**src/rtl/mprr_pkg.sv**
```systemverilog
// ----------------------------------------------------------------------------
// MED predictor residual package
// Shared types and constants for the RGB median edge detector residual block.
// ----------------------------------------------------------------------------
package mprr_pkg;

  // Field widths of the pixel and result transactions.
  localparam int unsigned ChanW      = 8;
  localparam int unsigned PixW       = 3 * ChanW;
  localparam int unsigned ImageWidthW = 11;

  // Configuration port widths.
  localparam int unsigned CfgIdxW  = 8;
  localparam int unsigned CfgDataW = 11;

  // Configuration register indexes.
  typedef enum logic [CfgIdxW-1:0] {
    RegImageWidth  = 8'd0,
    RegBorderRed   = 8'd1,
    RegBorderGreen = 8'd2,
    RegBorderBlue  = 8'd3
  } cfg_reg_e;

  // Reset value of the row width register.
  localparam logic [ImageWidthW-1:0] ImageWidthReset = 11'd1024;

  // Current configuration as seen by the datapath.
  typedef struct packed {
    logic [ImageWidthW-1:0] image_width;
    logic [ChanW-1:0]       border_red;
    logic [ChanW-1:0]       border_green;
    logic [ChanW-1:0]       border_blue;
  } cfg_t;

  // Position flags of one pixel within the raster.
  typedef struct packed {
    logic first_row;
    logic col_zero;
    logic end_of_row;
  } raster_t;

endpackage

```
**src/rtl/mprr_if.sv**
```systemverilog


// Configuration write channel.
interface mprr_cfg_if;
  logic                          valid;
  logic                          ready;
  logic [mprr_pkg::CfgIdxW-1:0]  index;
  logic [mprr_pkg::CfgDataW-1:0] data;

  modport source (
    output valid, index, data,
    input  ready
  );
  modport sink (
    input  valid, index, data,
    output ready
  );
endinterface

```
**src/rtl/mprr_cfg_regs.sv**
```systemverilog
// ----------------------------------------------------------------------------
// MED predictor residual configuration registers
// Decodes configuration write transactions into the register file.
// ----------------------------------------------------------------------------
module mprr_cfg_regs (
  input  logic             clk_i,
  input  logic             rst_ni,
  mprr_cfg_if.sink         cfg_i,
  output mprr_pkg::cfg_t   cfg_o
);

  mprr_pkg::cfg_t cfg_q, cfg_d;

  // Writes are always taken.
  assign cfg_i.ready = 1'b1;

  // Register decode; unknown indexes are ignored.
  always_comb begin
    cfg_d = cfg_q;
    if (cfg_i.valid) begin
      unique case (mprr_pkg::cfg_reg_e'(cfg_i.index))
        mprr_pkg::RegImageWidth:  cfg_d.image_width  = cfg_i.data;
        mprr_pkg::RegBorderRed:   cfg_d.border_red   = cfg_i.data[mprr_pkg::ChanW-1:0];
        mprr_pkg::RegBorderGreen: cfg_d.border_green = cfg_i.data[mprr_pkg::ChanW-1:0];
        mprr_pkg::RegBorderBlue:  cfg_d.border_blue  = cfg_i.data[mprr_pkg::ChanW-1:0];
        default: ;
      endcase
    end
  end

  always_ff @(posedge clk_i or negedge rst_ni) begin
    if (!rst_ni) begin
      cfg_q.image_width  <= mprr_pkg::ImageWidthReset;
      cfg_q.border_red   <= '0;
      cfg_q.border_green <= '0;
      cfg_q.border_blue  <= '0;
    end else begin
      cfg_q <= cfg_d;
    end
  end

  assign cfg_o = cfg_q;

endmodule

```
**src/flat_wrapper.sv**
```systemverilog
// flat-port wrapper written by rule: the top's interface ports become plain ports
module mprr_cfg_regs_flat 
  (clk_i, rst_ni, cfg_o, cfg_i_valid, cfg_i_index, cfg_i_data, cfg_i_ready);
  mprr_cfg_if cfg_i_i ();
  input  logic clk_i;
  input  logic rst_ni;
  output mprr_pkg::cfg_t cfg_o;
  input wire logic [$bits(cfg_i_i.valid)-1:0] cfg_i_valid;
  input wire logic [$bits(cfg_i_i.index)-1:0] cfg_i_index;
  input wire logic [$bits(cfg_i_i.data)-1:0] cfg_i_data;
  output wire logic [$bits(cfg_i_i.ready)-1:0] cfg_i_ready;
  assign cfg_i_i.valid = cfg_i_valid;
  assign cfg_i_i.index = cfg_i_index;
  assign cfg_i_i.data = cfg_i_data;
  assign cfg_i_ready = cfg_i_i.ready;
  mprr_cfg_regs u_core (.clk_i(clk_i), .rst_ni(rst_ni), .cfg_i(cfg_i_i), .cfg_o(cfg_o));
endmodule
```
**config.mk**
```make
export PLATFORM = sky130hd
export DESIGN_NAME = mprr_cfg_regs_flat
export DESIGN_NICKNAME = d
export VERILOG_FILES = /design/src/rtl/mprr_pkg.sv /design/src/rtl/mprr_if.sv /design/src/rtl/mprr_cfg_regs.sv /design/src/flat_wrapper.sv
export SDC_FILE = /design/constraint.sdc
export NUM_CORES = 1
export LEC_CHECK = 0
export ABC_AREA = 1
export BUFFER_PORTS_ARGS = -buffer_cell sky130_fd_sc_hd__buf_2
export CAP_MARGIN = 25
export CORE_UTILIZATION = 45
export CTS_BUF_LIST = sky130_fd_sc_hd__clkbuf_4 sky130_fd_sc_hd__clkbuf_8
export DETAILED_ROUTE_END_ITERATION = 10
export GPL_TIMING_DRIVEN = 0
export PLACE_DENSITY_LB_ADDON = 0.25
export SLEW_MARGIN = 20
export SYNTH_ARGS = -nofsm -noshare
export SYNTH_HDL_FRONTEND = slang
export SYNTH_SLANG_ARGS = --single-unit
```
**constraint.sdc**
```tcl
create_clock -name clk_i -period 0.8 [get_ports clk_i]
set_input_delay 0.2 -clock clk_i [delete_from_list [all_inputs] [get_ports clk_i]]
set_output_delay 0.2 -clock clk_i [all_outputs]
set_load 0.03 [all_outputs]
```
; ---- Word-level counts from Yosys, hierarchy flattened
; Index checks and enable logic that the tools add are counted.
[word_totals]
elab_cells = 12
ff_bits = 35
[classes]
n_eq_ne = 3
n_reduce_logical = 5
[op_table]
columns = op, count
row1 = == test 8 x 2 -> 1 bit (second input constant), 2
row2 = == test 8 x 1 -> 1 bit (second input constant), 1
row3 = logical NOT 8 bit, 1
row4 = AND reduction 2 bit, 4

; ---- Logic depth before layout (Yosys ltp)
[logic_depth]
depth_word = 2
ltp_mapped = 7
depth_no_buf = 6

; ---- Least setup slack after synthesis
; OpenSTA, ideal clock, no wires.
[synth_path]
path_type = input port to flip-flop
start = input port cfg_i_index[7]
end = register u_core.cfg_q, in the netlist u_core.cfg_o[24]
setup_slack_ns = -0.152
required_ns = 0.682
arrival_ns = 0.834
path_stages = 7
path_buffers = 1
cell_sequence = nor2_2 -> nand2_4 -> inv_2 -> nand3_2 -> buf_6 -> nand2_1 -> nand2_1
[synth_via]
elab_chain_cells = 2
[synth_rtl]
columns = item, line_no
row1 = from (decl), flat_wrapper.sv:9  ; input wire logic [$bits(cfg_i_i.index)-1:0] cfg_i_index;
row2 = logical NOT 8 bit, mprr_cfg_regs.sv:21  ; unique case (mprr_pkg::cfg_reg_e'(cfg_i.index))
row3 = AND reduction 2 bit (no source line), --
row4 = to (signal assigned), mprr_cfg_regs.sv:38  ; cfg_q <= cfg_d;
row5 = to (decl), mprr_cfg_regs.sv:12  ; mprr_pkg::cfg_t cfg_q, cfg_d;
; No other way between the ends.
; A chain may end at the register's enable or synchronous reset.

; ---- Worst setup path in the final report
[layout_path]
start = register u_core.cfg_q, in the netlist u_core.cfg_o[34]
end = output port cfg_o[34] in the netlist's numbering
[layout_rtl]
columns = item, line_no
row1 = to (decl), flat_wrapper.sv:7  ; output mprr_pkg::cfg_t cfg_o;
; No word-level cell between the ends.

==> flow_summary.yaml <==
status:
  status: "finished, violations left"
  violations: "hold timing, setup timing"
route:
  drc: 0
  drt-initial-drc-count: 33
  vias_per_cell: 4.89
  detail-route-antenna-nets: 0
  vias: 1456
  totalWireLength_mm: 3.97
  avgRoutedWirePerCell_um: 13.3
  drt_first_pass_iters: 4
logic_synthesis:
  yosysWarningCount: 0
  syn_avg_cell_area_um2: 9.09
  synthAdderAreaFrac_pct: 0
  synth_compound_area_share_pct: 0
  ys_seq_area_share_pct: 56.4
  muxShareOfSynthArea_pct: 0
  yosys-top-cells-area: "dfrtp_1 55%, nand2_1 17%, nand3_1 11%, nand3_2 2.6%, nor2_4 2.2%"
  synth_xor_xnor_area_share_pct: 0
  ys_types: 17
  syn_nets: 193
  synth_top_family_by_area: "simple AND/OR/NAND/NOR gates"
  synth_top_area_share_pct: 54.8
  synth.cell_area_um2: 1550
  yosysTopAreaCell: "dfrtp_1"
  yosys.area_share.simple_pct: 37.5
  synth_cells: 171
  synth_seq_cells: 35
critical_path:
  r2r_start: "u_core.cfg_o[30]$_DFFE_PN0P_"
  crit_path_end_kind: "primary output"
  slowest_delay_ns: 0.56
  crit_start: "u_core.cfg_o[34]$_DFFE_PN1P_"
  crit_path_cell_trace: "buf_6"
  r2r_setup_slack_ns: -0.08
  required_ns: 0.60
  cp_top_family: "flip-flops"
  critPathKind: "flip-flop to primary output"
  critPathMaxFanout: 2
  critPathLaunchType: "flip-flop"
  crit_path_top_delay_cell: "dfstp_2"
  crit_arrival_ns: 1.02
  worst-path-buf-inv: 1
floorplanning:
  die_area_um2: 3690
  die_x_um: 60.8
  coreArea_um2: 3150
  rows: 20
  pin_count: 58
  die_y_um: 60.8
  initial_core_util_pct: 49.3
grt:
  grt_max_degree: 36
  antenna_found_initial: 0
  grt_pass1_wl_mm: 6.29
  grt-ovfl-total: 0
  grt_pass1_vias: 1470
  grt_usage_pct: 24.4
pwr:
  vdd_drop_max_mv: 1.21
  powerDensity_nw_per_um2: 1660
  p_total_mw: 3.93
  power.leakage_nw: 1.35
clocking:
  cts_tree: "yes"
  clock_path_buffers: 2
  clock_latency_ns: 0.33
  cts_made_buffers: 5
  clock_sink_count: 35
  clkTransAtPathRegs_ns: 0.12
  cts_root_buf: "clkbuf_4"
  htreeDepth: 2
timing:
  timing.fmax_mhz: 819
  min_period_over_period_pct: 153
  rsz0062_at_grt: "yes"
  setup_ws_ns: -0.422
  hold_viol: 34
  tightest_slew_ns: 0.768
  skew_ns: 0
  min_period_ns: 1.22
  holdWs_ns: -0.0924
  setup_viol: 38
  slew_viol_final: 0
  relSlewSlack_pct: 48.8
layout:
  design_area_um2: 2370
  drive_above_1_share_pct: 44.9
  area_growth_pct: 52.5
  final_util_pct: 75.2
  antenna_cells: 0
  nets: 275
  n_fill_cell: 242
  largest_reg_flops: 35
placed_design:
  hpwl_mm: 2.55
  pre_cts_ws_ns: -0.353
  globalplace.congestion: 0.775
  port_buffers: 56
  placed_area_um2: 1900
flow_run:
  cap_violations: 0
min_path:
  hold_path_class: "primary input to async pin"
==> worst paths after layout <==
kind	endpoint	cells past startpoint
hold / removal	u_core.cfg_o[28]$_DFFE_PN0P_	1
hold reg to reg	u_core.cfg_o[34]$_DFFE_PN1P_	2
setup / recovery	cfg_o[34]	1
setup reg to reg	u_core.cfg_o[30]$_DFFE_PN0P_	4
min in group clk_i	u_core.cfg_o[34]$_DFFE_PN1P_	3
max in group asynchronous	u_core.cfg_o[13]$_DFFE_PN0P_	1
==> cell usage after synthesis, drive strengths merged <==
master,count
dfstp,1
buf,7
conb,1
inv,6
dfrtp,34
nor2,8
nand2,75
nand3,39
==> where the power goes <==
| group | switching, mW | internal, mW |
|---|---|---|
| Combinational | 0.427 | 0.316 |
| Sequential | 0.0647 | 1.85 |
| Clock | 0.616 | 0.657 |
==> final cells by class <==
cell class / instances / area, µm² / area share (%)
clock buffer: 5 / 37.5 / 1.58
clock inverter: 3 / 43.8 / 1.85
sequential: 35 / 877 / 37.0
buffer: 7 / 67.6 / 2.85
inverter: 6 / 25.0 / 1.06
multi-input combinational: 123 / 614 / 25.9
tap: 44 / 55.1 / 2.32
timing repair buffer: 75 / 649 / 27.4
==> logic make-up after synthesis <==
family	after synthesis
and+or+nand+nor	122
DFF	35
other	1
buffers and inverters	13
==> per-layer routing <==
layer  part of all wire (%)  routed length, µm  track usage, %
met1                     41               1620            29.3
met2                     50               2000            40.0
met3                    7.1                283            7.89
met4                    1.6                 65            11.0
met5                      0                  0               0
==> per-stage QoR <==
| stage | std cells | setup TNS, ns |
|---|---|---|
| 6_report | 298 | -10.72 |
| 5_1_grt | 298 | -12.42 |
| 4_1_cts | 292 | -10.69 |
| 3_5_place_dp | 271 | -10.79 |
| 3_3_place_gp | 271 | -10.31 |
| 2_1_floorplan | 171 | -2.21 |
==> layout by cell type, fill, tap and decap left out <==
cell type and n:
buf_2 21, buf_4 21, buf_6 39, buf_8 1, bufinv_16 1, clkbuf_4 5, clkinv_2 1, clkinv_4 1
conb_1 1, dfrtp_1 34, dfstp_2 1, inv_1 3, inv_2 2, inv_4 1, nand2_1 67, nand2_2 7
nand2_4 1, nand3_1 35, nand3_2 4, nor2_2 2, nor2_4 5, nor2_8 1
==> repair_timing <==
action                                  4_1_cts  5_1_grt
endpoints found under the hold margin        34       34
buffers inserted                             13        7
resized for setup                            70        8
pin swaps                                     0        4
endpoints found under the setup margin       35       51
Note: power is estimated with default switching activity, not from simulation.
