File: config.mk
export PLATFORM = sky130hd
export DESIGN_NAME = mprr_med_channel
export DESIGN_NICKNAME = d
export VERILOG_FILES = /design/src/rtl/mprr_pkg.sv /design/src/rtl/mprr_med_channel.sv
export SDC_FILE = /design/constraint.sdc
export NUM_CORES = 1
export LEC_CHECK = 0
export ABC_CLOCK_PERIOD_IN_PS = 21000
export BUFFER_PORTS_ARGS = -buffer_cell sky130_fd_sc_hd__clkbuf_2
export CELL_PAD_IN_SITES_DETAIL_PLACEMENT = 1
export CELL_PAD_IN_SITES_GLOBAL_PLACEMENT = 2
export CORE_AREA = 2 2 73 75
export DETAILED_ROUTE_END_ITERATION = 10
export DIE_AREA = 0 0 75 77
export PLACE_DENSITY_LB_ADDON = 0.1
export SETUP_SLACK_MARGIN = 0.05
export SYNTH_ARGS = -nofsm -noshare
export SYNTH_HDL_FRONTEND = slang
export SYNTH_SLANG_ARGS = --single-unit
File: constraint.sdc
create_clock -name vclk -period 21
set_clock_uncertainty 0.15 [all_clocks]
set_input_delay 4.2 -clock vclk [all_inputs]
set_output_delay 4.2 -clock vclk [all_outputs]
set_load 0.02 [all_outputs]
File: src/rtl/mprr_pkg.sv
// ----------------------------------------------------------------------------
// MED predictor residual package
// Shared types and constants for the RGB median edge detector residual block.
// ----------------------------------------------------------------------------
package mprr_pkg;

  // Field widths of the pixel and result transactions.
  localparam int unsigned ChanW      = 8;
  localparam int unsigned PixW       = 3 * ChanW;
  localparam int unsigned ImageWidthW = 11;

  // Configuration port widths.
  localparam int unsigned CfgIdxW  = 8;
  localparam int unsigned CfgDataW = 11;

  // Configuration register indexes.
  typedef enum logic [CfgIdxW-1:0] {
    RegImageWidth  = 8'd0,
    RegBorderRed   = 8'd1,
    RegBorderGreen = 8'd2,
    RegBorderBlue  = 8'd3
  } cfg_reg_e;

  // Reset value of the row width register.
  localparam logic [ImageWidthW-1:0] ImageWidthReset = 11'd1024;

  // Current configuration as seen by the datapath.
  typedef struct packed {
    logic [ImageWidthW-1:0] image_width;
    logic [ChanW-1:0]       border_red;
    logic [ChanW-1:0]       border_green;
    logic [ChanW-1:0]       border_blue;
  } cfg_t;

  // Position flags of one pixel within the raster.
  typedef struct packed {
    logic first_row;
    logic col_zero;
    logic end_of_row;
  } raster_t;

endpackage

File: src/rtl/mprr_med_channel.sv
// ----------------------------------------------------------------------------
// MED predictor residual channel
// Median edge detector prediction and modulo-256 residual for one channel.
// ----------------------------------------------------------------------------
module mprr_med_channel (
  input  logic [mprr_pkg::ChanW-1:0] x_i,
  input  logic [mprr_pkg::ChanW-1:0] west_i,
  input  logic [mprr_pkg::ChanW-1:0] north_i,
  input  logic [mprr_pkg::ChanW-1:0] nw_i,
  output logic [mprr_pkg::ChanW-1:0] residual_o
);

  logic [mprr_pkg::ChanW-1:0] hi, lo, pred;
  logic [mprr_pkg::ChanW+1:0] grad;

  assign hi   = (west_i > north_i) ? west_i : north_i;
  assign lo   = (west_i > north_i) ? north_i : west_i;
  assign grad = {2'b00, west_i} + {2'b00, north_i} - {2'b00, nw_i};

  // An edge picks the smaller or larger neighbor, flat areas the gradient.
  always_comb begin
    if (nw_i >= hi) begin
      pred = lo;
    end else if (nw_i <= lo) begin
      pred = hi;
    end else begin
      pred = grad[mprr_pkg::ChanW-1:0];
    end
  end

  assign residual_o = x_i - pred;

endmodule
== Yosys cells after proc, flatten, opt, wreduce, memory -nomap -nowiden ==
Cells that the tools add are included.
W data, S select, Z words.
Storage, ports and cells
  register bits after elaboration: 0
  output and inout bits: 8
  logic and storage cells: 10
Cells by class
  add/subtract/negate cells: 3
  magnitude comparators: 3
  muxes and demuxes: 4
Operators with widths (number)
  $mux W8: 4
  $sub A8 B8 Y8: 2
  $add A8 B8 Y8: 1
  $ge A8 B8 Y1: 1
  $gt A8 B8 Y1: 1
  $le A8 B8 Y1: 1

== Logic depth before layout (Yosys ltp) ==
Gate-level depths: netlist (run 1).
  depth in word-level cells: 6
  depth in mapped cells: 26
  mapped depth without buffers: 24

== Worst setup path before layout (run 1) ==
No wires, ideal clock.
  path type: input-to-output
  start: input port north_i[1] in the netlist's numbering
  end: output port residual_o[7] in the netlist's numbering
  arrival time: 8.777 ns
  path slack: 7.873 ns
  cell stages on the path: 25
  cell sequence: inv_1 -> ha_1 -> nor2b_1 -> o211ai_1 -> a21oi_1 -> o21ai_1 -> buf_2 -> buf_2 -> a21oi_1 -> ha_1 -> and3_1 -> a221o_1 -> a22oi_2 -> o21ai_2 -> mux2i_1 -> a22oi_1 -> o21a_1 -> ha_1 -> nor2b_1 -> o21ai_0 -> a21boi_0 -> o21ai_0 -> a21oi_1 -> xnor2_1 -> xnor2_1
On the way
  longest elaborated chain between the ends: 6
Ends and longest elaborated chain
  start: declaration: line mprr_med_channel.sv:8  | input logic [mprr_pkg::ChanW-1:0] north_i,
  $gt A8 B8 Y1: line mprr_med_channel.sv:16, mprr_med_channel.sv:17
  $mux W8: line mprr_med_channel.sv:17  | assign lo = (west_i > north_i) ? north_i : west_i;
  $le A8 B8 Y1: line mprr_med_channel.sv:24  | end else if (nw_i <= lo) begin
  $mux W8: line mprr_med_channel.sv:24
  $mux W8 *: line mprr_med_channel.sv:22  | if (nw_i >= hi) begin
  $sub A8 B8 Y8 *: line mprr_med_channel.sv:31  | assign residual_o = x_i - pred;
  end: declaration: line mprr_med_channel.sv:10  | output logic [mprr_pkg::ChanW-1:0] residual_o
Mark *: on every way between the ends. The rest lies on a longest branch, timed or not.

== Worst setup path in the final report (run 1) ==
  start: input port north_i[5] in the netlist's numbering
  end: output port residual_o[7] in the netlist's numbering
Same word-level chain as after synthesis.

==> results.cfg, run 1 <==
[cts]
post_cts_buffers = 0
post_cts_resized = 0
ctsHoldBuffers = 0

[synth]
avgSynthCellArea_um2 = 7.43
syn_area_mm2 = 0.00170
synth_mux_area_share_pct = 2.06
synth.distinct_cells = 45
yosys.area_share.simple_pct = 13.8
synth_top_family_by_area = adder cells
synth_fa_ha_area_share_pct = 38.1
ys_seq_area_share_pct = 0
synth_top_area_cell = ha_1
yosysWarnings = 0
synth_top_area_share_pct = 28.7
postSynthCellCount = 229
syn_nets = 308
synth-compound-area-share_pct = 29.1
synth_xor_area_share_pct = 7.21
ys_top_cells_by_area = ha_1 29%, fa_1 9.4%, inv_1 8.6%

[finish]
seq_cell_count = 0
nClkBuffers = 0
area_growth_pct = 16.0
finalNetCount = 346
fin_cells = 335
multi_input_area_mm2 = 0.00154
final-seq-area_um2 = 0
fin_util_pct = 39.6
diodes = 0
final_cell_area_mm2 = 0.00197
drive_above_1_share_pct = 20.8
fillCellCount = 650

[floorplanning]
dieWidth_um = 75
die_area_mm2 = 0.00578
start_util_pct = 34.2
die_y_um = 77
core_mm2 = 0.00498
fp-row-count = 26
ioPinCount = 40

[global_routing]
overflow = 0
grt_pass1_vias = 1675
use_met3_pct = 0.263
antenna_found_initial = 0
track_usage_pct = 16.6
grt_pass1_wl_um = 7800
met1_usage_pct = 24.3
grt_max_degree = 32
grt-busiest-layer = met2
met2_usage_pct = 28.5

[power_and_ir_drop]
power.leakage_nw = 1.04
powerDensity_mw_per_mm2 = 70.0
ir_drop_v = 0.0000281

[route]
avgViaCountPerCell = 4.99
drtIter0Drc = 43
postRouteAntennaNets = 0
via_count = 1673
drt_wl_total_um = 4620
drc_errors = 0
drt_pass1_iterations = 4
post_drt_wl_per_cell_um = 13.8

[timing]
tightest_slew_ns = 1.15
slew_violations = 0
relSlewSlack_pct = 23.5
grt_setup_unrepaired = false
finalCriticalPeriod_ns = 14.18
finalCritPeriodShare_pct = 67.5
finalSetupViolCount = 0
hold_viol_final = 0
fmax_ghz = 0.0705
holdWs_ns = 8.67
tns_ns = 0

[hold_path]
whs_endpoint = residual_o[0]
min_path_cells = 5
hp-class = primary input to primary output
hold_path_startpoint = x_i[0]

[outcome]
status = completed

[worst_setup_path]
crit_chain = clkbuf_2, inv_1, ha_1, a211oi_1, o21bai_1, o21ai_2, a21oi_1, ha_1, a21o_1, a2111oi_2, o21a_2, o21ai_2, mux2i_1, a22oi_1, o21a_1, ha_1, nor2b_1, o21ai_0, a21boi_0, o21ai_0, a21oi_1, xnor2_1, xnor2_1, clkbuf_2
cp_top_family = compound AO/OA/AOI/OAI gates
crit_top_cell = ha_1
arrival_ns = 9.83
cp-start-kind = primary input
crit_type = primary input to primary output
cpPeakStageDelay_ns = 0.92
cp-end-kind = primary output
cpMaxStageDelayCell = o21ai_2
critPathBufInv = 3
cp_data_required_time_ns = 16.65
cp_max_fo = 31
crit_start = north_i[5]

[placed_design]
dpl.cell_count = 335
io_buffers = 40
hpwl_um = 4260
gp_congestion = 0.746
placement.cell_area_mm2 = 0.00197

[flow_run]
timing.max_cap.violations = 0
[metal layers]
layer / vias up / part of all wire (%)
li1: 878 / -
met1: 773 / 50
met2: 22 / 48
met3: 0 / 2.1
met4: 0 / 0
met5: - / 0
[cell type report]
cell class | instances | share of cell area [%]
Multi-Input combinational cell | 186 | 78.0
Timing Repair Buffer | 40 | 10.1
Inverter | 39 | 7.42
Tap cell | 70 | 4.44
[placed cells by master, fill, tap and decap left out, drive strengths merged, types with 6 or more instances in the layout]
master,netlist,routed
inv,39,39
fa,8,8
xnor2,12,12
ha,39,39
clkbuf,1,40
o21ai,14,14
a21oi,23,23
nor2,22,22
nand2,6,6
a21o,6,6
[synth_stat cells, types with 4 or more instances]
cell type and instances:
o21ai_0 12, inv_1 39, or2_2 4, fa_1 8, nand2b_1 4, a21o_1 5, a21oi_1 23, nor2b_1 4
nand2_1 6, nor2_1 22, ha_1 39, xnor2_1 12
[worst max-delay path by stage]
stage,endpoint,slack (ns),depth (start not counted)
3_5_place_dp,residual_o[7],6.78,24
6_report,residual_o[7],6.82,24
4_1_cts,residual_o[7],6.78,24
5_1_grt,residual_o[7],6.20,26
3_3_place_gp,residual_o[7],6.94,25
2_1_floorplan,residual_o[7],7.87,25
[power breakdown]
part	total [W]	internal [W]	leakage, nW	switching [W]
Clock	0	0	0	0
Sequential	0	0	0	0
Combinational	0.000138	0.0000572	1.04	0.0000809
[metrics by stage]
stage / setup WS [ns] / total power (W)
after detailed placement: 6.78 / 0.000140
after global routing: 6.20 / 0.000156
final: 6.82 / 0.000138
after global placement: 6.94 / 0.000138
after CTS: 6.78 / 0.000141
after floorplan: 7.87 / 0.000102
[cell families (layout without fill, tap and decap cells)]
family | Yosys count | in the layout
AOI/OAI and AO/OA | 73 | 73
and+or+nand+nor | 49 | 49
adders and majority gates | 47 | 47
buffers and inverters | 43 | 79
xor gates and xnor gates | 14 | 14
muxes | 3 | 3
Note: power is estimated with default switching activity, not from simulation.
==> run 2: changes to the inputs <==
--- a/config.mk
+++ b/config.mk
@@ -5,13 +5,13 @@
 export SDC_FILE = /design/constraint.sdc
 export NUM_CORES = 1
 export LEC_CHECK = 0
-export ABC_CLOCK_PERIOD_IN_PS = 21000
+export ABC_CLOCK_PERIOD_IN_PS = 12710
 export BUFFER_PORTS_ARGS = -buffer_cell sky130_fd_sc_hd__clkbuf_2
 export CELL_PAD_IN_SITES_DETAIL_PLACEMENT = 1
 export CELL_PAD_IN_SITES_GLOBAL_PLACEMENT = 2
-export CORE_AREA = 2 2 73 75
+export CORE_AREA = 2 2 80 82
 export DETAILED_ROUTE_END_ITERATION = 10
-export DIE_AREA = 0 0 75 77
+export DIE_AREA = 0 0 82 84
 export PLACE_DENSITY_LB_ADDON = 0.1
 export SETUP_SLACK_MARGIN = 0.05
 export SYNTH_ARGS = -nofsm -noshare
==> constraint.sdc (replaced) <==
create_clock -name vclk -period 12.71
set_clock_uncertainty 0.15 [all_clocks]
set_input_delay 2.542 -clock vclk [all_inputs]
set_output_delay 2.542 -clock vclk [all_outputs]
set_load 0.02 [all_outputs]
==> run 2 against run 1 <==
Net effect: via count rose by 0.90%; critical path depth grew 2; final area rose by 0.44%; combinational power up 65%; global-route usage fell by 1.9 points; first-iteration DRC count is 9.3% higher; utilization down 7.1 points; wire length rose by 5.9%; largest cell class unchanged; sequential cell count unchanged; sequential share of layout area unchanged.
==> results.cfg, run 2 (same netlist as run 1, synthesis figures left out) <==
[timing]
finalSetupViolCount = 0
fmax_ghz = 0.0922
relSlewSlack_pct = 22.9
finalCritPeriodShare_pct = 85.4
holdWs_ns = 5.35
tightest_slew_ns = 1.16
hold_viol_final = 0
finalCriticalPeriod_ns = 10.85
grt_setup_unrepaired = false
tns_ns = 0
slew_violations = 0

[power_and_ir_drop]
clockPowerShare_pct = 0
ir_drop_v = 0.0000642
total_power_w = 0.000228
p_int_w = 0.0000947
pwr-share-comb_pct = 100.0
power.leakage_nw = 1.04
swShare_pct = 58.5
pwr-share-seq_pct = 0
powerDensity_mw_per_mm2 = 115
power_switching_w = 0.000134

[worst_setup_path]
cp-end-kind = primary output
crit_type = primary input to primary output
crit_cells = 26
cpMaxStageDelayCell = o21ai_2
cp_top_family = compound AO/OA/AOI/OAI gates
crit_start = north_i[1]
cp_data_required_time_ns = 10.02
arrival_ns = 8.16
cpPeakStageDelay_ns = 0.91
cp-endpoint = residual_o[7]
critPathBufInv = 3
cp_max_fo = 31
cp-start-kind = primary input

[finish]
drive_above_1_share_pct = 20.8
fin_util_pct = 32.5
nClkBuffers = 0
area_growth_pct = 16.6
final_cell_mix = 40 x clkbuf_2, 39 x inv_1, 39 x ha_1, 23 x a21oi_1, 22 x nor2_1
seq_cell_count = 0
final-seq-area_um2 = 0
fillCellCount = 768
mostFrequentLayoutCell = clkbuf_2
finalNetCount = 346
diodes = 0

[cts]
ctsHoldBuffers = 0
post_cts_buffers = 0
post_cts_resized = 0

[global_routing]
grt_max_degree = 32
overflow = 0
grt_pass1_wl_um = 8170
antenna_found_initial = 0
grt_pass1_vias = 1715
track_usage_pct = 14.7

[placed_design]
io_buffers = 40
gp_congestion = 0.737
hpwl_um = 4420

[outcome]
status = completed

[floorplanning]
core_mm2 = 0.00610
die_y_um = 84
dieWidth_um = 82
fp-row-count = 29
die_area_mm2 = 0.00689
start_util_pct = 27.9
ioPinCount = 40

[route]
drtIter0Drc = 47
avgViaCountPerCell = 4.94
postRouteAntennaNets = 0
drc_errors = 0
drt_pass1_iterations = 4
drt_wl_total_um = 4890
via_count = 1688
post_drt_wl_per_cell_um = 14.3

[flow_run]
timing.max_cap.violations = 0

[hold_path]
hp-class = primary input to primary output
hold_path_startpoint = x_i[0]
==> run 2: cell counts in the layout (fill, tap and decap cells not counted) <==
Identical to the previous run, type by type.
==> run 2: final cells by class <==
class | instances | area [um2] | area share (%)
multi-input combinational | 186 | 1540 | 77.7
tap | 77 | 96.3 | 4.86
inverter | 39 | 146 | 7.39
timing repair buffer | 40 | 200 | 10.1
==> run 2: worst min path at each step <==
stage	to	slack (ns)	cells past startpoint
finish	residual_o[0]	5.35	5
global route	residual_o[0]	5.39	5
CTS	residual_o[0]	5.35	5
detailed placement	residual_o[0]	5.35	5
global placement	residual_o[0]	5.35	5
floorplan	residual_o[0]	5.17	3
==> run 2: power by group through the flow <==
| stage | clock network (W) | registers, W | logic (W) |
|---|---|---|---|
| floorplan | 0 | 0 | 0.000168 |
| global placement | 0 | 0 | 0.000230 |
| detailed placement | 0 | 0 | 0.000233 |
| CTS | 0 | 0 | 0.000234 |
| global route | 0 | 0 | 0.000260 |
| finish | 0 | 0 | 0.000228 |
==> run 2: through the flow <==
stage / setup WS [ns] / cell area (um2) / cells
floorplan: 2.90 / 1700 / 229
global placement: 1.85 / 1980 / 342
detailed placement: 1.73 / 1980 / 342
CTS: 1.75 / 1980 / 342
global route: 1.19 / 1980 / 342
finish: 1.86 / 1980 / 342
==> run 2: routing by layer <==
metal	track usage, %	share of wire [%]	vias to the layer above	wire length [um]
met5	0	0	-	0
met2	25.5	48	24	2350
met4	0	0	0	0
met3	0.108	2.7	0	132
li1	-	-	876	-
met1	21.4	49	788	2410
==> run 3: changes to the inputs <==
--- a/config.mk
+++ b/config.mk
@@ -5,13 +5,13 @@
 export SDC_FILE = /design/constraint.sdc
 export NUM_CORES = 1
 export LEC_CHECK = 0
-export ABC_CLOCK_PERIOD_IN_PS = 12710
+export ABC_CLOCK_PERIOD_IN_PS = 11400
 export BUFFER_PORTS_ARGS = -buffer_cell sky130_fd_sc_hd__clkbuf_2
 export CELL_PAD_IN_SITES_DETAIL_PLACEMENT = 1
 export CELL_PAD_IN_SITES_GLOBAL_PLACEMENT = 2
-export CORE_AREA = 2 2 80 82
+export CORE_AREA = 2 2 76 78
 export DETAILED_ROUTE_END_ITERATION = 10
-export DIE_AREA = 0 0 82 84
+export DIE_AREA = 0 0 78 80
 export PLACE_DENSITY_LB_ADDON = 0.1
 export SETUP_SLACK_MARGIN = 0.05
 export SYNTH_ARGS = -nofsm -noshare
==> constraint.sdc (replaced) <==
create_clock -name vclk -period 11.4
set_clock_uncertainty 0.15 [all_clocks]
set_input_delay 2.28 -clock vclk [all_inputs]
set_output_delay 2.28 -clock vclk [all_outputs]
set_load 0.02 [all_outputs]
==> run 3 against run 2 <==
Net effect: setup slack got worse by 0.54 ns; utilization increased by 4.2 points; power increased by 9.6%; die area decreased by 9.4%; wire length decreased by 6.1%; first-iteration DRC count decreased by 60%; sequential share of layout area unchanged; critical path type unchanged.
==> results.cfg, run 3 (same netlist as run 1, synthesis figures left out) <==
[outcome]
status = completed

[hold_path]
hp-class = primary input to primary output
hold_path_startpoint = x_i[7]
min_path_cells = 4

[placed_design]
hpwl_um = 4200
dpl.cell_count = 338
gp_congestion = 0.742
io_buffers = 40
dp_slack_ns = 1.21

[finish]
fin_util_pct = 36.7
seq_cell_count = 0
fillCellCount = 704
multi_input_area_mm2 = 0.00154
mostFrequentLayoutCell = clkbuf_2
final_cell_mix = 40 x clkbuf_2, 39 x inv_1, 39 x ha_1, 23 x a21oi_1, 22 x nor2_1
area_growth_pct = 16.6
diodes = 0
finalNetCount = 347
final-seq-area_um2 = 0
fin_cells = 338
drive_above_1_share_pct = 21.1
nClkBuffers = 0

[global_routing]
track_usage_pct = 15.1
grt_pass1_wl_um = 7750
overflow = 0
antenna_found_initial = 0
grt_pass1_vias = 1675
grt_max_degree = 19

[power_and_ir_drop]
ir_drop_v = 0.0000578
power_switching_w = 0.000145
total_power_w = 0.000250
p_int_w = 0.000105
powerDensity_mw_per_mm2 = 126
pwr-share-comb_pct = 100.0
swShare_pct = 57.9
pwr-share-seq_pct = 0
power.leakage_nw = 1.05
clockPowerShare_pct = 0

[worst_setup_path]
crit_type = primary input to primary output
crit_cells = 27
cpMaxStageDelayCell = o21ai_2
cp_max_fo = 18
cp-start-kind = primary input
crit_start = north_i[1]
cp-end-kind = primary output
cpPeakStageDelay_ns = 0.46
critPathBufInv = 4
cp_top_family = compound AO/OA/AOI/OAI gates
arrival_ns = 7.65
cp_data_required_time_ns = 8.97

[timing]
finalCritPeriodShare_pct = 88.4
tns_ns = 0
grt_setup_unrepaired = false
setup_slack_ns = 1.32
finalCriticalPeriod_ns = 10.08
hold_viol_final = 0
fmax_ghz = 0.0992
slew_violations = 0
tightest_slew_ns = 0.528
finalSetupViolCount = 0
relSlewSlack_pct = 64.8

[route]
post_drt_wl_per_cell_um = 13.6
wl_met3_um = 74
drt_wl_total_um = 4590
avgViaCountPerCell = 4.86
maxUsedRoutingLayer = met3
detailroute.wirelength.met2_um = 2170
drc_errors = 0
met1Wirelength_um = 2340
drtIter0Drc = 19
via_count = 1644
postRouteAntennaNets = 0
drt_pass1_iterations = 4

[cts]
ctsHoldBuffers = 0
post_cts_resized = 0
post_cts_buffers = 0

[floorplanning]
die_y_um = 80
ioPinCount = 40
dieWidth_um = 78
core_mm2 = 0.00541
fp-row-count = 27
die_area_mm2 = 0.00624
start_util_pct = 31.5

[flow_run]
timing.max_cap.violations = 0
run 3: changes by cell type in the layout (fill, tap and decap cells not counted):
cell   change
buf_4      +1
run 3: worst paths after layout:
check,to,slack [ns]
worst max-delay path,residual_o[7],1.32
worst min-delay path,residual_o[7],4.83
run 3: per-stage QoR:
stage / instance area (um2) / hold WS (ns)
finish: 1980 / 4.83
global route: 1980 / 4.88
CTS: 1980 / 4.84
detailed placement: 1980 / 4.83
global placement: 1980 / 4.82
floorplan: 1700 / 4.65
run 3: power by group through the flow:
stage / combinational (W) / clock [W] / sequential, W
6_report: 0.000250 / 0 / 0
5_1_grt: 0.000284 / 0 / 0
4_1_cts: 0.000256 / 0 / 0
3_5_place_dp: 0.000255 / 0 / 0
3_3_place_gp: 0.000253 / 0 / 0
2_1_floorplan: 0.000187 / 0 / 0
run 3: routing by layer:
layer | global-route usage (%) | vias up
met3 | 0 | 0
li1 | - | 878
met2 | 27.8 | 23
met4 | 0 | 0
met1 | 21.1 | 743
met5 | 0 | -
run 3: cell type report:
type                       instances  share of cell area (%)
multi-input combinational        186                    77.6
tap                               72                    4.54
inverter                          39                    7.38
timing repair buffer              41                    10.5
