**src/rtl/mprr_pkg.sv**
```systemverilog
// ----------------------------------------------------------------------------
// MED predictor residual package
// Shared types and constants for the RGB median edge detector residual block.
// ----------------------------------------------------------------------------
package mprr_pkg;

  // Field widths of the pixel and result transactions.
  localparam int unsigned ChanW      = 8;
  localparam int unsigned PixW       = 3 * ChanW;
  localparam int unsigned ImageWidthW = 11;

  // Configuration port widths.
  localparam int unsigned CfgIdxW  = 8;
  localparam int unsigned CfgDataW = 11;

  // Configuration register indexes.
  typedef enum logic [CfgIdxW-1:0] {
    RegImageWidth  = 8'd0,
    RegBorderRed   = 8'd1,
    RegBorderGreen = 8'd2,
    RegBorderBlue  = 8'd3
  } cfg_reg_e;

  // Reset value of the row width register.
  localparam logic [ImageWidthW-1:0] ImageWidthReset = 11'd1024;

  // Current configuration as seen by the datapath.
  typedef struct packed {
    logic [ImageWidthW-1:0] image_width;
    logic [ChanW-1:0]       border_red;
    logic [ChanW-1:0]       border_green;
    logic [ChanW-1:0]       border_blue;
  } cfg_t;

  // Position flags of one pixel within the raster.
  typedef struct packed {
    logic first_row;
    logic col_zero;
    logic end_of_row;
  } raster_t;

endpackage

```
**src/rtl/mprr_raster_ctrl.sv**
```systemverilog
// ----------------------------------------------------------------------------
// MED predictor residual raster control
// Tracks column, first row and the previous pixel of the raster scan.
// ----------------------------------------------------------------------------
module mprr_raster_ctrl #(
  parameter int unsigned MAX_WIDTH = 1024,
  parameter int unsigned IdxW      = $clog2(MAX_WIDTH)
) (
  input  logic                                clk_i,
  input  logic                                rst_ni,
  input  logic                                accept_i,
  input  logic                                start_i,
  input  logic [mprr_pkg::PixW-1:0]           pixel_i,
  input  logic [mprr_pkg::ImageWidthW-1:0]    image_width_i,
  output logic [IdxW-1:0]                     col_o,
  output mprr_pkg::raster_t                   raster_o,
  output logic [mprr_pkg::PixW-1:0]           west_o
);

  localparam int unsigned CntW = $clog2(MAX_WIDTH + 1);
  localparam int unsigned CmpW =
    (CntW > mprr_pkg::ImageWidthW) ? CntW : mprr_pkg::ImageWidthW;

  logic [IdxW-1:0]            col_q, col_d, col_cur;
  logic                       first_q, first_d, first_cur;
  logic [mprr_pkg::PixW-1:0]  west_q;
  logic [CmpW-1:0]            width_ext, width_eff, col_next_ext;
  logic                       eor;

  // Clamp the configured width into the supported range.
  always_comb begin
    width_ext = CmpW'(image_width_i);
    if (width_ext == '0) begin
      width_eff = CmpW'(1);
    end else if (width_ext > CmpW'(MAX_WIDTH)) begin
      width_eff = CmpW'(MAX_WIDTH);
    end else begin
      width_eff = width_ext;
    end
  end

  // Position of the pixel now offered; a start mark restarts the image.
  assign col_cur      = start_i ? '0 : col_q;
  assign first_cur    = start_i | first_q;
  assign col_next_ext = CmpW'(col_cur) + CmpW'(1);
  assign eor          = (col_next_ext >= width_eff);

  // Advance the scan position on each accepted transaction.
  always_comb begin
    col_d   = col_q;
    first_d = first_q;
    if (accept_i) begin
      if (eor) begin
        col_d   = '0;
        first_d = 1'b0;
      end else begin
        col_d   = col_cur + IdxW'(1);
        first_d = first_cur;
      end
    end
  end

  always_ff @(posedge clk_i or negedge rst_ni) begin
    if (!rst_ni) begin
      col_q   <= '0;
      first_q <= 1'b1;
    end else begin
      col_q   <= col_d;
      first_q <= first_d;
    end
  end

  // The previous pixel becomes the west neighbor of the next one.
  always_ff @(posedge clk_i) begin
    if (accept_i) begin
      west_q <= pixel_i;
    end
  end

  assign col_o               = col_cur;
  assign raster_o.first_row  = first_cur;
  assign raster_o.col_zero   = (col_cur == '0);
  assign raster_o.end_of_row = eor;
  assign west_o              = west_q;

`ifndef SYNTHESIS
  // The column always stays inside the line buffer.
  assert property (@(posedge clk_i) disable iff (!rst_ni)
    CntW'(col_q) < CntW'(MAX_WIDTH))
    else $error("column index out of range");

  // The last pixel of a row returns the scan to column zero of a later row.
  assert property (@(posedge clk_i) disable iff (!rst_ni)
    accept_i && eor |=> (col_q == '0) && !first_q)
    else $error("row end did not wrap the column");
`endif

endmodule

```
**config.mk**
```make
export PLATFORM = sky130hd
export DESIGN_NAME = mprr_raster_ctrl
export DESIGN_NICKNAME = d
export VERILOG_FILES = /design/src/rtl/mprr_pkg.sv /design/src/rtl/mprr_raster_ctrl.sv
export SDC_FILE = /design/constraint.sdc
export NUM_CORES = 1
export LEC_CHECK = 0
export BUFFER_PORTS_ARGS = -buffer_cell sky130_fd_sc_hd__buf_2
export CAP_MARGIN = 10
export CORE_MARGIN = 2
export CORE_UTILIZATION = 47
export CTS_CLUSTER_DIAMETER = 120
export DETAILED_ROUTE_END_ITERATION = 8
export PLACE_DENSITY_LB_ADDON = 0.2
export SYNTH_ARGS = -nofsm -noshare
export SYNTH_HDL_FRONTEND = slang
export SYNTH_SLANG_ARGS = --single-unit
export TNS_END_PERCENT = 100
```
**constraint.sdc**
```tcl
create_clock -name clk_i -period 3.8 [get_ports clk_i]
set_input_delay 0.38 -clock clk_i [delete_from_list [all_inputs] [get_ports clk_i]]
set_output_delay 0.38 -clock clk_i [all_outputs]
set_load 0.01 [all_outputs]
```
Yosys cells after proc, flatten, opt, wreduce, memory -nomap -nowiden

Index checks and enable logic that the tools add are counted.

Register bits after elaboration: 35

Add/sub/neg operators: 2
Magnitude comparators: 2
Muxes and demuxes: 5
Bitwise gates (word level): 1
Reductions and logical operators: 2

Operators by type and width:

| operator              | count |
|---|---|
| $mux 11               | 2 |
| $mux 10               | 2 |
| $add 10x1->11 const B | 1 |
| $ge 11x11->1          | 1 |
| $gt 11x11->1 const B  | 1 |
| $logic_not 11->1      | 1 |
| $add 10x1->10 const B | 1 |
| $logic_not 10->1      | 1 |
| $mux 1                | 1 |
| $or 1x1->1            | 1 |

Logic depth before layout (Yosys ltp)

Gate-level depths: netlist (run 1).

Depth in word-level cells: 5
Mapped depth: 14
Depth with buffers taken out: 13

Least setup slack after synthesis (run 1)

No wires, ideal clock.

Path type: in2out
Start: in start_i
End: out raster_o[0] (netlist name)
Arrival time: 2571 ps
Required time: 3420 ps
Setup slack: 849 ps
Cell stages on the path: 14
Path buffers: 2
Path through: buf_2 nand2b_1 inv_1 ha_1 and3_1 a31o_2 a21oi_1 ha_1 a21oi_1 o21ai_0 a31oi_1 and2_1 inv_2 buf_4

Longest elaborated chain between the ends: 3

RTL lines:

| element       | RTL line               | text |
|---|---|---|
| from (decl)   | mprr_raster_ctrl.sv:12 | `input logic start_i,` |
| $mux 10       | mprr_raster_ctrl.sv:43 | `assign col_cur = start_i ? '0 : col_q;` |
| via col_o[0]  | mprr_raster_ctrl.sv:15 | `output logic [IdxW-1:0] col_o,` |
| $add 10x1->11 | mprr_raster_ctrl.sv:45 | `assign col_next_ext = CmpW'(col_cur) + CmpW'(1);` |
| $ge 11x11->1  | mprr_raster_ctrl.sv:46 | `assign eor = (col_next_ext >= width_eff);` |
| to (decl)     | mprr_raster_ctrl.sv:16 | `output mprr_pkg::raster_t raster_o,` |

The timed path passes the listed nets, and every way through them passes these cells.

==> results of run 1 <==
cells in the final DEF, fill, tap and decap left out, types with 2 or more instances in the layout:
master                     Yosys  final
sky130_fd_sc_hd__a21oi_1       9      9
sky130_fd_sc_hd__a31o_2        2      2
sky130_fd_sc_hd__and2_1        2      2
sky130_fd_sc_hd__and3_1        2      2
sky130_fd_sc_hd__buf_2         1     75
sky130_fd_sc_hd__clkbuf_8      0      5
sky130_fd_sc_hd__dfrtp_1      10     10
sky130_fd_sc_hd__edfxtp_1     24     24
sky130_fd_sc_hd__ha_1         13     13
sky130_fd_sc_hd__inv_1        12     12
sky130_fd_sc_hd__nand2_1      23     23
sky130_fd_sc_hd__nand3_1       4      4
sky130_fd_sc_hd__nand4_1       2      2
sky130_fd_sc_hd__nor2_1       11     11
sky130_fd_sc_hd__nor2b_1       4      4
sky130_fd_sc_hd__nor3_1        2      2
sky130_fd_sc_hd__nor4_1        3      3
sky130_fd_sc_hd__o21ai_0       4      4
sky130_fd_sc_hd__o22ai_1       8      8
sky130_fd_sc_hd__xnor2_1       3      3
sky130_fd_sc_hd__xnor2_2       2      2
sky130_fd_sc_hd__xor2_1        2      2
state kept, by name, indices dropped and copies added, names as in the netlist:
name	cells
west_o	24
col_q	10
first_q	1
kinds of logic (layout without fill, tap and decap cells):
group,Yosys count,in the layout
adders and majority gates,13,13
DFF,35,35
and+or+nand+nor,60,60
AOI/OAI and AO/OA,25,25
buffers and inverters,19,97
xor gates and xnor gates,7,7
routing by layer:
layer  share of wire, %  routed length [um]  GRT usage, %  up-vias
li1                   -                   -             -      723
met1                 43                1529         23.30      640
met2                 47                1683         27.81       61
met3                7.0                 249         4.623        8
met4                2.3                  82         8.333        0
met5                  0                   0             0        -
critical path, cell delays in order, from the launching register on:
cell and delay (ns):
sky130_fd_sc_hd__dfrtp_1 0.41, sky130_fd_sc_hd__nand2b_1 0.13, sky130_fd_sc_hd__inv_1 0.08, sky130_fd_sc_hd__ha_1 0.24, sky130_fd_sc_hd__and3_1 0.22, sky130_fd_sc_hd__a31o_2 0.23, sky130_fd_sc_hd__a21oi_1 0.16, sky130_fd_sc_hd__ha_1 0.27
sky130_fd_sc_hd__a21oi_1 0.12, sky130_fd_sc_hd__o21ai_0 0.09, sky130_fd_sc_hd__a31oi_1 0.14, sky130_fd_sc_hd__and2_1 0.19, sky130_fd_sc_hd__inv_2 0.11, sky130_fd_sc_hd__buf_2 0.15
report_power, final:
group	switching, W	internal (W)
Sequential	0.0000101	0.000440
Clock	0.000120	0.000192
Combinational	0.0000708	0.0000535
metrics by stage:
| step | utilization (%) | cell area, um^2 |
|---|---|---|
| 5_1_grt | 62.98 | 2288 |
| 3_5_place_dp | 59.88 | 2176 |
| 6_report | 62.98 | 2288 |
| 3_3_place_gp | 59.88 | 2176 |
| 2_1_floorplan | - | 1768 |
| 4_1_cts | 62.98 | 2288 |
area by class of cell:
class	count	area share (%)
multi-input cells	105	30.18
inverters	14	2.296
clock buffers	6	3.171
flip-flops and latches	35	43.58
repair buffers	76	16.84
well taps	48	2.624
clock inverters	1	1.312
path summary, 6_finish.rpt:
path                                    end  slack, ns  cells past startpoint
worst max-delay path            raster_o[0]       0.60                     13
worst min-delay path              west_o[4]       0.27                      1
worst max register to register     col_q[4]       1.17                     13
worst min register to register      first_q       0.52                      2
max in group asynchronous           first_q       3.04                      2
min in group asynchronous          col_q[1]       0.49                      2
==> impl_results.rst, run 1 <==
.. list-table::
   :header-rows: 1

   * - Metric
     - Value
   * - Run status
     - finished, final reports clean
   * - Critical path data arrival time
     - 2.82 ns
   * - Routed Wire Length
     - 3546 um
   * - Final hold violation count
     - 0
   * - Required time of the critical path
     - 3.42 ns
   * - Wire per inst
     - 12.44 um
   * - Type of the worst setup path
     - flip-flop to output pin
   * - Gate count of the mapped netlist
     - 159
   * - Area of the multi-input gates
     - 690.7 um^2
   * - Via count normalized by instance count
     - 5.025
   * - Net count of the mapped netlist
     - 211
   * - Core Area
     - 3633 um^2
   * - Startpoint class of the critical path
     - flip-flop
   * - Global-route wire length before repair
     - 5713 um
   * - Flip-flop cell with the highest count after synthesis
     - sky130_fd_sc_hd__edfxtp_1
   * - Fraction of synthesized cell area in xor and xnor cells
     - 4.317%
   * - Peak clock frequency supported by timing
     - 312.7 MHz
   * - Largest area contributor in the netlist
     - sky130_fd_sc_hd__edfxtp_1
   * - Combined global-route utilization of all metal layers
     - 17.83%
   * - Number of hold-repair buffers added at the cts stage
     - 1
   * - First drt pass iteration count
     - 4
   * - Fraction of final layout cells sized beyond drive strength 1
     - 38.82%
   * - Most numerous cell in the Yosys netlist
     - sky130_fd_sc_hd__edfxtp_1
   * - Number of buffer cells added on primary ports
     - 75
   * - Mux share of post-synthesis cell area
     - 0%
   * - Pin count of the biggest net entering global routing
     - 47
   * - Count of flip-flops with a built-in enable after synthesis
     - 24
   * - Arithmetic-cell share of the synthesized area counting full adders, half adders and majority gates
     - 9.200%
   * - Sequential element share of the synthesized area
     - 56.40%
   * - CTS HTree Levels
     - 2
   * - Clk_skew
     - 0.008501 ns
   * - Synth unique cells
     - 35
   * - Clock sink count
     - 35
   * - Cts bufs inserted
     - 5
   * - Ys Warns
     - 0
   * - Non-filler instance count after layout
     - 285
   * - Number of nets with antenna violations after detailed routing
     - 0
   * - Number of buffers on the longest clock path
     - 2
   * - Critical path peak fanout
     - 10
   * - Worst Min Path Start
     - pixel_i[4]
   * - Worst Setup SP
     - col_q[0]
   * - Starting density of the core
     - 48.66%
   * - Antenna diode count
     - 0
   * - Antenna violations before repair
     - 0
   * - Die span in x
     - 65.33 um
   * - DR vias
     - 1,432
   * - Via count of the first global-routing pass
     - 1,274
   * - Area growth from synthesis to layout
     - 29.44%
   * - Number of cells in the design after placement
     - 277
   * - Half-perimeter wire length after placement
     - 2790 um
   * - Die H
     - 65.33 um
   * - Class of the most critical hold timing path
     - input port to flip-flop
   * - Final worst setup slack
     - 0.6018 ns
   * - Top cells by count, synth
     - 24 x sky130_fd_sc_hd__edfxtp_1, 23 x sky130_fd_sc_hd__nand2_1, 13 x sky130_fd_sc_hd__ha_1
   * - Detailed router's first-iteration violation count
     - 84
   * - Aggregate global routing overflow
     - 0
   * - Final weighted congestion in routability-driven placement
     - 0.9096
   * - Count of instances resized after the clock tree is built
     - 0
   * - IR Drop Worst-Case VDD
     - 0.1709 mV
   * - Share of flip-flops with an asynchronous set or reset after synthesis
     - 31.43%
   * - Headroom to the max-slew limit
     - 43.80%
   * - Setup TNS Final
     - 0 ns
   * - Die ar.
     - 4268 um^2
   * - Max Cap Violations
     - 0
   * - CTS tree
     - built
   * - Synth top area cells
     - sky130_fd_sc_hd__edfxtp_1 41%, sky130_fd_sc_hd__dfrtp_1 14%, sky130_fd_sc_hd__ha_1 9.2%
   * - Pre-CTS setup slack
     - 0.6085 ns
   * - Io pins
     - 76
   * - Fraction of the mapped netlist area in compound gates
     - 8.351%
   * - Area taken by flip-flops and latches
     - 997.2 um^2
   * - Critical path capture point type
     - output pin
   * - Root Driver
     - sky130_fd_sc_hd__clkbuf_8
   * - Period utilization
     - 84.16%
   * - Post-CTS setup repair buffer count
     - 0
   * - Dominant combinational cell family by area after synthesis
     - simple AND/OR/NAND/NOR gates
   * - Origin of the critical flop-to-flop path
     - col_q[0]
   * - Area share of the largest cell type after synthesis
     - 40.76%
   * - Leakage power total
     - 1.095 nW
   * - Final Max Tran Viols
     - 0
   * - Number of nets in the layout
     - 289
   * - Number of synthesized register bits
     - 35
   * - Total power divided by cell area
     - 387.1 nW/um^2
   * - Synthesized area per cell
     - 11.12 um^2
   * - Min cycle time layout
     - 3.198 ns
   * - Source-to-sink clock delay at the later pin of the worst-skew pair
     - 0.28 ns
   * - Number of remaining DRC errors
     - 0
   * - Clock transition at the register clock pins on the worst setup and hold paths after CTS
     - 0.07 ns
   * - Hold Slack
     - 0.2695 ns
   * - # setup viols final
     - 0
   * - Actual transition at the worst max-transition pin
     - 0.8430 ns
   * - Setup repair after global routing missed its margin
     - no
   * - Number of inserted filler cells in the final layout
     - 343
   * - Simple-gate portion of the synthesized area
     - 17.20%
   * - Power consumption
     - 0.0008859 W
   * - Cell area after synthesis
     - 1768 um^2
   * - Site Rows
     - 22
(Power assumes the default switching activity.)
==> run 2: changes to the inputs <==
--- a/config.mk
+++ b/config.mk
@@ -8,7 +8,7 @@
 export BUFFER_PORTS_ARGS = -buffer_cell sky130_fd_sc_hd__buf_2
 export CAP_MARGIN = 10
 export CORE_MARGIN = 2
-export CORE_UTILIZATION = 47
+export CORE_UTILIZATION = 42
 export CTS_CLUSTER_DIAMETER = 120
 export DETAILED_ROUTE_END_ITERATION = 8
 export PLACE_DENSITY_LB_ADDON = 0.2
==> constraint.sdc (replaced) <==
create_clock -name clk_i -period 2.7 [get_ports clk_i]
set_input_delay 0.27 -clock clk_i [delete_from_list [all_inputs] [get_ports clk_i]]
set_output_delay 0.27 -clock clk_i [all_outputs]
set_load 0.01 [all_outputs]
==> impl_results.rst, run 2 (same netlist as run 1, synthesis figures left out) <==
.. list-table::
   :header-rows: 1

   * - Metric
     - Value
   * - Critical path data arrival time
     - 2.51 ns (-0.31 ns)
   * - Final core area utilization
     - 62.73% (-0.25 points)
   * - Final Max Tran Viols
     - 0 (unchanged)
   * - Clk_skew
     - 0.007339 ns (-0.001161 ns)
   * - Antenna violations before repair
     - 0 (unchanged)
   * - Period utilization
     - 102.8%
   * - Cts bufs inserted
     - 5 (unchanged)
   * - Pin count of the biggest net entering global routing
     - 34 (-28%)
   * - Largest stage delay, worst path
     - 0.41 ns (about the same)
   * - Total power divided by cell area
     - 517.0 nW/um^2 (+34%)
   * - CTS HTree Levels
     - 2 (unchanged)
   * - Number of remaining DRC errors
     - 0 (unchanged)
   * - Number of nets with antenna violations after detailed routing
     - 0 (unchanged)
   * - Final hold violation count
     - 0 (unchanged)
   * - Non-filler instance count after layout
     - 306 (+7.4%)
   * - Flip-flop count of the largest register after layout
     - 24 (unchanged)
   * - Commonest non-fill, non-tap cells in the layout
     - 74 x sky130_fd_sc_hd__buf_2, 24 x sky130_fd_sc_hd__edfxtp_1, 23 x sky130_fd_sc_hd__nand2_1
   * - Startpoint class of the critical path
     - flip-flop
   * - Aggregate global routing overflow
     - 0 (unchanged)
   * - Dominant delay contributor by cell family on the critical path
     - compound AO/OA/AOI/OAI gates
   * - Max Cap Violations
     - 0 (unchanged)
   * - Die span in x
     - 68.88 um (+5.4%)
   * - Critical path peak fanout
     - 3 (-7)
   * - Min cycle time layout
     - 2.775 ns
   * - IR Drop Worst-Case VDD
     - 0.3820 mV (+120%)
   * - Post-DP Area
     - 2271 um^2 (+4.4%)
   * - Final weighted congestion in routability-driven placement
     - 0.8706 (-4.3%)
   * - Half-perimeter wire length after placement
     - 3266 um (+17%)
   * - Headroom to the max-slew limit
     - 59.67% (+16 points)
   * - Die ar.
     - 4744 um^2 (+11%)
   * - Via count normalized by instance count
     - 4.944 (-1.6%)
   * - Run status
     - finished with violations
   * - Buf/Inv on CP
     - 3 (unchanged)
   * - Clock transition at the register clock pins on the worst setup and hold paths after CTS
     - 0.07 ns (about the same)
   * - Leakage power total
     - 1.196 nW (+9.2%)
   * - Fraction of final layout cells sized beyond drive strength 1
     - 48.05% (+9.2 points)
   * - Number of nets in the layout
     - 307 (+6.2%)
   * - Combined global-route utilization of all metal layers
     - 19.53% (+1.7 points)
   * - Setup repair after global routing missed its margin
     - yes
   * - Required time of the critical path
     - 2.43 ns (-0.99 ns)
   * - Io pins
     - 76 (unchanged)
   * - Via count of the first global-routing pass
     - 1,426 (+12%)
   * - CTS tree
     - built
   * - Most repeated library cell on the critical path
     - sky130_fd_sc_hd__ha_4
   * - Peak clock frequency supported by timing
     - 360.3 MHz
   * - Source-to-sink clock delay at the later pin of the worst-skew pair
     - 0.28 ns (about the same)
   * - Series of cell instances along the critical path
     - nand2b_4 > inv_4 > ha_4 > and3_4 > a31o_4 > a21oi_4 > ha_4 > a21oi_2 > o21ai_1 > a31oi_1 > and2_1 > inv_2 > buf_6
   * - Detailed router's first-iteration violation count
     - 73 (-13%)
   * - Number of buffers on the longest clock path
     - 2 (unchanged)
   * - Class of the most critical hold timing path
     - input port to flip-flop
   * - Global-route wire length before repair
     - 6624 um (+16%)
   * - Final worst setup slack
     - -0.07509 ns (-0.6768 ns)
   * - # setup viols final
     - 1 (+1)
   * - Power consumption
     - 0.001307 W (+47%)
   * - Root Driver
     - sky130_fd_sc_hd__clkbuf_8
   * - Die H
     - 68.88 um (+5.4%)
   * - Critical path capture point type
     - output pin
   * - First drt pass iteration count
     - 4 (unchanged)
   * - Type of the worst setup path
     - flip-flop to output pin
   * - Area of all placed cells without fillers
     - 2527 um^2 (+10%)
   * - Number of buffer cells added on primary ports
     - 75 (unchanged)
   * - Area growth from synthesis to layout
     - 42.96%
   * - Core Area
     - 4029 um^2 (+11%)
   * - Site Rows
     - 23 (+4.5%)
   * - Clock sink count
     - 35 (unchanged)
   * - Routed Wire Length
     - 4354 um (+23%)
   * - Wire per inst
     - 14.23 um (+14%)
   * - Hold Slack
     - 0.1566 ns (-0.1129 ns)
   * - Most common library cell in the layout ignoring fill and taps
     - sky130_fd_sc_hd__buf_2
   * - Antenna diode count
     - 0 (unchanged)
   * - Slowest cell on the critical path
     - sky130_fd_sc_hd__dfrtp_1
   * - Failing checks
     - negative setup slack
   * - DR vias
     - 1,513 (+5.7%)
   * - Actual transition at the worst max-transition pin
     - 0.6049 ns (-0.2381 ns)
   * - Starting density of the core
     - 43.88% (-4.8 points)
   * - Number of cells in the design after placement
     - 290 (+4.7%)
==> run 2: changes by cell type in the layout (fill, tap and decap cells not counted), sizes merged <==
cell,delta
buf,+18
clkbuf,+1
==> run 2: through the flow <==
stage / setup slack (ns) / setup TNS (ns)
2_1_floorplan: 0.02860 / 0
3_3_place_gp: 0.01853 / 0
3_5_place_dp: 0.005185 / 0
4_1_cts: -0.06947 / -0.06947
5_1_grt: -0.2167 / -0.2167
6_report: -0.07509 / -0.07509
==> run 2: worst register-to-register path: cells and delay by family, from the launching register on <==
family	cells	cell delay, ns
compound gates	2	0.32
xor+xnor	1	0.18
fa+ha+maj	1	0.29
buf+inv	2	0.22
flops	1	0.37
simple gates	5	1.00
==> run 2: power breakdown <==
group          total, W  internal [W]  switching (W)
Combinational  0.000221      0.000104       0.000117
Clock          0.000453      0.000276       0.000177
Sequential     0.000633      0.000618      0.0000145
Total           0.00131      0.000998       0.000308
==> run 2: what timing repair did <==
action                                  CTS  global route
endpoints found under the setup margin    1             8
hold buffers                              1             0
gates resized for setup                   9             9
hold endpoints to repair                 10             0
pin swaps                                 7             4
setup buffers                             6             2
==> run 2: final timing paths <==
check	cells past startpoint	start	slack [ns]	to
worst max-delay path	13	col_q[0]	-0.08	raster_o[0]
min in group asynchronous	2	rst_ni	0.39	col_q[0]
worst max register to register	11	col_q[5]	0.19	col_q[7]
worst min register to register	2	first_q	0.52	first_q
worst min-delay path	1	pixel_i[9]	0.16	west_o[9]
max in group asynchronous	2	rst_ni	2.04	first_q
==> run 2: layout make-up <==
class,instances,area [um^2]
repair buffers,94,526.8
clock buffers,7,76.32
multi-input cells,105,779.5
flip-flops and latches,35,997.2
well taps,50,62.56
fillers,355,1501
clock inverters,1,30.03
inverters,14,55.05
==> run 2: layer usage <==
layer	wire [um]	track usage [%]	part of all wire (%)
met5	0	0	0
met4	68	6.618	1.6
met3	229	4.870	5.3
met2	2271	34.86	52
met1	1786	22.81	41
==> run 3: changes to the inputs <==
--- a/config.mk
+++ b/config.mk
@@ -7,8 +7,10 @@
 export LEC_CHECK = 0
 export BUFFER_PORTS_ARGS = -buffer_cell sky130_fd_sc_hd__buf_2
 export CAP_MARGIN = 10
+export CELL_PAD_IN_SITES_DETAIL_PLACEMENT = 1
+export CELL_PAD_IN_SITES_GLOBAL_PLACEMENT = 1
 export CORE_MARGIN = 2
-export CORE_UTILIZATION = 42
+export CORE_UTILIZATION = 32
 export CTS_CLUSTER_DIAMETER = 120
 export DETAILED_ROUTE_END_ITERATION = 8
 export PLACE_DENSITY_LB_ADDON = 0.2
==> impl_results.rst, run 3 (same netlist as run 1, synthesis figures left out) <==
.. list-table::
   :header-rows: 1

   * - Metric
     - Value
   * - Clock sink count
     - 35 (unchanged)
   * - Run status
     - finished with violations
   * - Setup repair after global routing missed its margin
     - yes
   * - Via count normalized by instance count
     - 4.633 (-6.3%)
   * - Routed Wire Length
     - 4712 um (+8.2%)
   * - Source-to-sink clock delay at the later pin of the worst-skew pair
     - 0.29 ns (about the same)
   * - Final Max Tran Viols
     - 0 (unchanged)
   * - IR Drop Worst-Case VDD
     - 0.1971 mV (-48%)
   * - Number of remaining DRC errors
     - 0 (unchanged)
   * - Number of buffer cells added on primary ports
     - 75 (unchanged)
   * - Number of nets with antenna violations after detailed routing
     - 0 (unchanged)
   * - Failing checks
     - negative setup slack
   * - Final worst setup slack
     - -0.07676 ns (-0.001679 ns)
   * - Root Driver
     - sky130_fd_sc_hd__clkbuf_8
   * - CTS HTree Levels
     - 2 (unchanged)
   * - Critical path capture point type
     - output pin
   * - Min cycle time layout
     - 2.777 ns (+0.001679 ns)
   * - Headroom to the max-slew limit
     - 51.83% (-7.8 points)
   * - Commonest non-fill, non-tap cells in the layout
     - 74 x sky130_fd_sc_hd__buf_2, 25 x sky130_fd_sc_hd__buf_4, 24 x sky130_fd_sc_hd__edfxtp_1
   * - Flip-flop count of the largest register after layout
     - 24 (unchanged)
   * - Final hold violation count
     - 0 (unchanged)
   * - DR vias
     - 1,552 (+2.6%)
   * - Die H
     - 78.33 um (+14%)
   * - Fraction of final layout cells sized beyond drive strength 1
     - 49.81% (+1.8 points)
   * - Most common library cell in the layout ignoring fill and taps
     - sky130_fd_sc_hd__buf_2
   * - # setup viols final
     - 1 (unchanged)
   * - Critical path peak fanout
     - 3 (unchanged)
   * - Die ar.
     - 6136 um^2 (+29%)
   * - Cts bufs inserted
     - 5 (unchanged)
   * - Class of the most critical hold timing path
     - input port to flip-flop
   * - Pre-CTS setup slack
     - 0.04307 ns (+0.03788 ns)
   * - Startpoint class of the critical path
     - flip-flop
   * - Combined global-route utilization of all metal layers
     - 16.05% (-3.5 points)
   * - Area taken by flip-flops and latches
     - 997.2 um^2 (unchanged)
   * - First drt pass iteration count
     - 4 (unchanged)
   * - Final weighted congestion in routability-driven placement
     - 0.7754 (-11%)
   * - Peak clock frequency supported by timing
     - 360.1 MHz (about the same)
   * - Via count of the first global-routing pass
     - 1,586 (+11%)
   * - Io pins
     - 76 (unchanged)
   * - Power consumption
     - 0.001329 W (+1.7%)
   * - Actual transition at the worst max-transition pin
     - 0.7225 ns (+0.1177 ns)
   * - Critical path data arrival time
     - 2.51 ns (about the same)
   * - Half-perimeter wire length after placement
     - 3649 um (+12%)
   * - Antenna diode count
     - 0 (unchanged)
   * - Area of the multi-input gates
     - 767.0 um^2 (-1.6%)
   * - Starting density of the core
     - 32.71% (-11 points)
   * - Setup TNS Final
     - -0.07676 ns (-0.001679 ns)
   * - Aggregate global routing overflow
     - 0 (unchanged)
   * - Clock transition at the register clock pins on the worst setup and hold paths after CTS
     - 0.07 ns (about the same)
   * - Number of buffers on the longest clock path
     - 2 (unchanged)
   * - CTS tree
     - built
   * - Core Area
     - 5405 um^2 (+34%)
   * - Type of the worst setup path
     - flip-flop to output pin
   * - Wire per inst
     - 14.07 um (-1.1%)
   * - Period utilization
     - 102.8% (about the same)
   * - Pin count of the biggest net entering global routing
     - 37 (+8.8%)
   * - Site Rows
     - 27 (+17%)
   * - Required time of the critical path
     - 2.43 ns (about the same)
   * - Number of inserted filler cells in the final layout
     - 633 (+78%)
   * - Global-route wire length before repair
     - 7486 um (+13%)
   * - Max Cap Violations
     - 0 (unchanged)
   * - Detailed router's first-iteration violation count
     - 35 (-52%)
   * - Die span in x
     - 78.33 um (+14%)
   * - Number of nets in the layout
     - 314 (+2.3%)
   * - Total power divided by cell area
     - 510.6 nW/um^2 (-1.2%)
   * - Area growth from synthesis to layout
     - 47.28%
   * - Leakage power total
     - 1.246 nW (+4.2%)
   * - Antenna violations before repair
     - 0 (unchanged)
   * - Clk_skew
     - 0.006585 ns (-0.0007540 ns)
[run 3: changes by cell type in the layout (fill, tap and decap cells not counted), moves of 2 or more]
cell	delta
sky130_fd_sc_hd__o22ai_1	+2
sky130_fd_sc_hd__o22ai_2	-2
sky130_fd_sc_hd__clkbuf_1	-2
sky130_fd_sc_hd__buf_4	+7
[run 3: repair_timing]
item / 4_1_cts / 5_1_grt
resized for setup: 14 / 4
pin swaps: 8 / 7
endpoints found under the setup margin: 1 / 1
setup buffers: 9 / 3
endpoints found under the hold margin: 10 / 0
hold buffers: 1 / 0
[run 3: critical path, cell delays in order (launching register included)]
cell and delay (ns):
sky130_fd_sc_hd__dfrtp_1 0.42, sky130_fd_sc_hd__nand2b_4 0.10, sky130_fd_sc_hd__inv_4 0.04, sky130_fd_sc_hd__ha_4 0.15
sky130_fd_sc_hd__and3_4 0.19, sky130_fd_sc_hd__a31o_4 0.22, sky130_fd_sc_hd__a21oi_2 0.22, sky130_fd_sc_hd__ha_4 0.24
sky130_fd_sc_hd__a21oi_2 0.12, sky130_fd_sc_hd__o21ai_1 0.07, sky130_fd_sc_hd__a31oi_1 0.14, sky130_fd_sc_hd__and2_4 0.17
sky130_fd_sc_hd__inv_4 0.04, sky130_fd_sc_hd__buf_6 0.11
[run 3: layer usage]
layer  part of all wire (%)  global-route usage, %
met1                     42                  19.00
met2                     51                  28.28
met3                    5.9                  3.563
met4                   0.87                  6.316
met5                      0                      0
[run 3: area by class of cell]
type                       instances  share of cell area [%]
tap                               72                   3.460
clock buffer                       5                   2.643
inverter                          14                   2.210
timing repair buffer             101                   22.25
sequential                        35                   38.30
multi-input combinational        105                   29.46
clock inverter                     3                   1.682
[run 3: worst paths after layout]
path,slack [ns],start,end,cells past startpoint
setup reg to reg,0.15,col_q[2],col_q[7],12
max in group asynchronous,2.02,rst_ni,first_q,2
hold reg to reg,0.53,first_q,first_q,2
setup / recovery,-0.08,col_q[0],raster_o[0],13
hold / removal,0.15,pixel_i[16],west_o[16],1
min in group asynchronous,0.39,rst_ni,col_q[2],2
[run 3: power breakdown]
part	internal [W]	switching (W)
registers	0.000618	0.0000138
logic	0.000109	0.000121
clock network	0.000275	0.000193
[run 3: metrics by stage]
stage	utilization, %	cells	instance area, um^2	hold WS [ns]
global route	48.17	335	2604	0.1377
detailed placement	42.80	314	2313	0.1688
floorplan	-	159	1778	-0.02559
global placement	42.80	314	2313	0.1718
CTS	47.43	332	2564	0.1396
finish	48.17	335	2604	0.1497
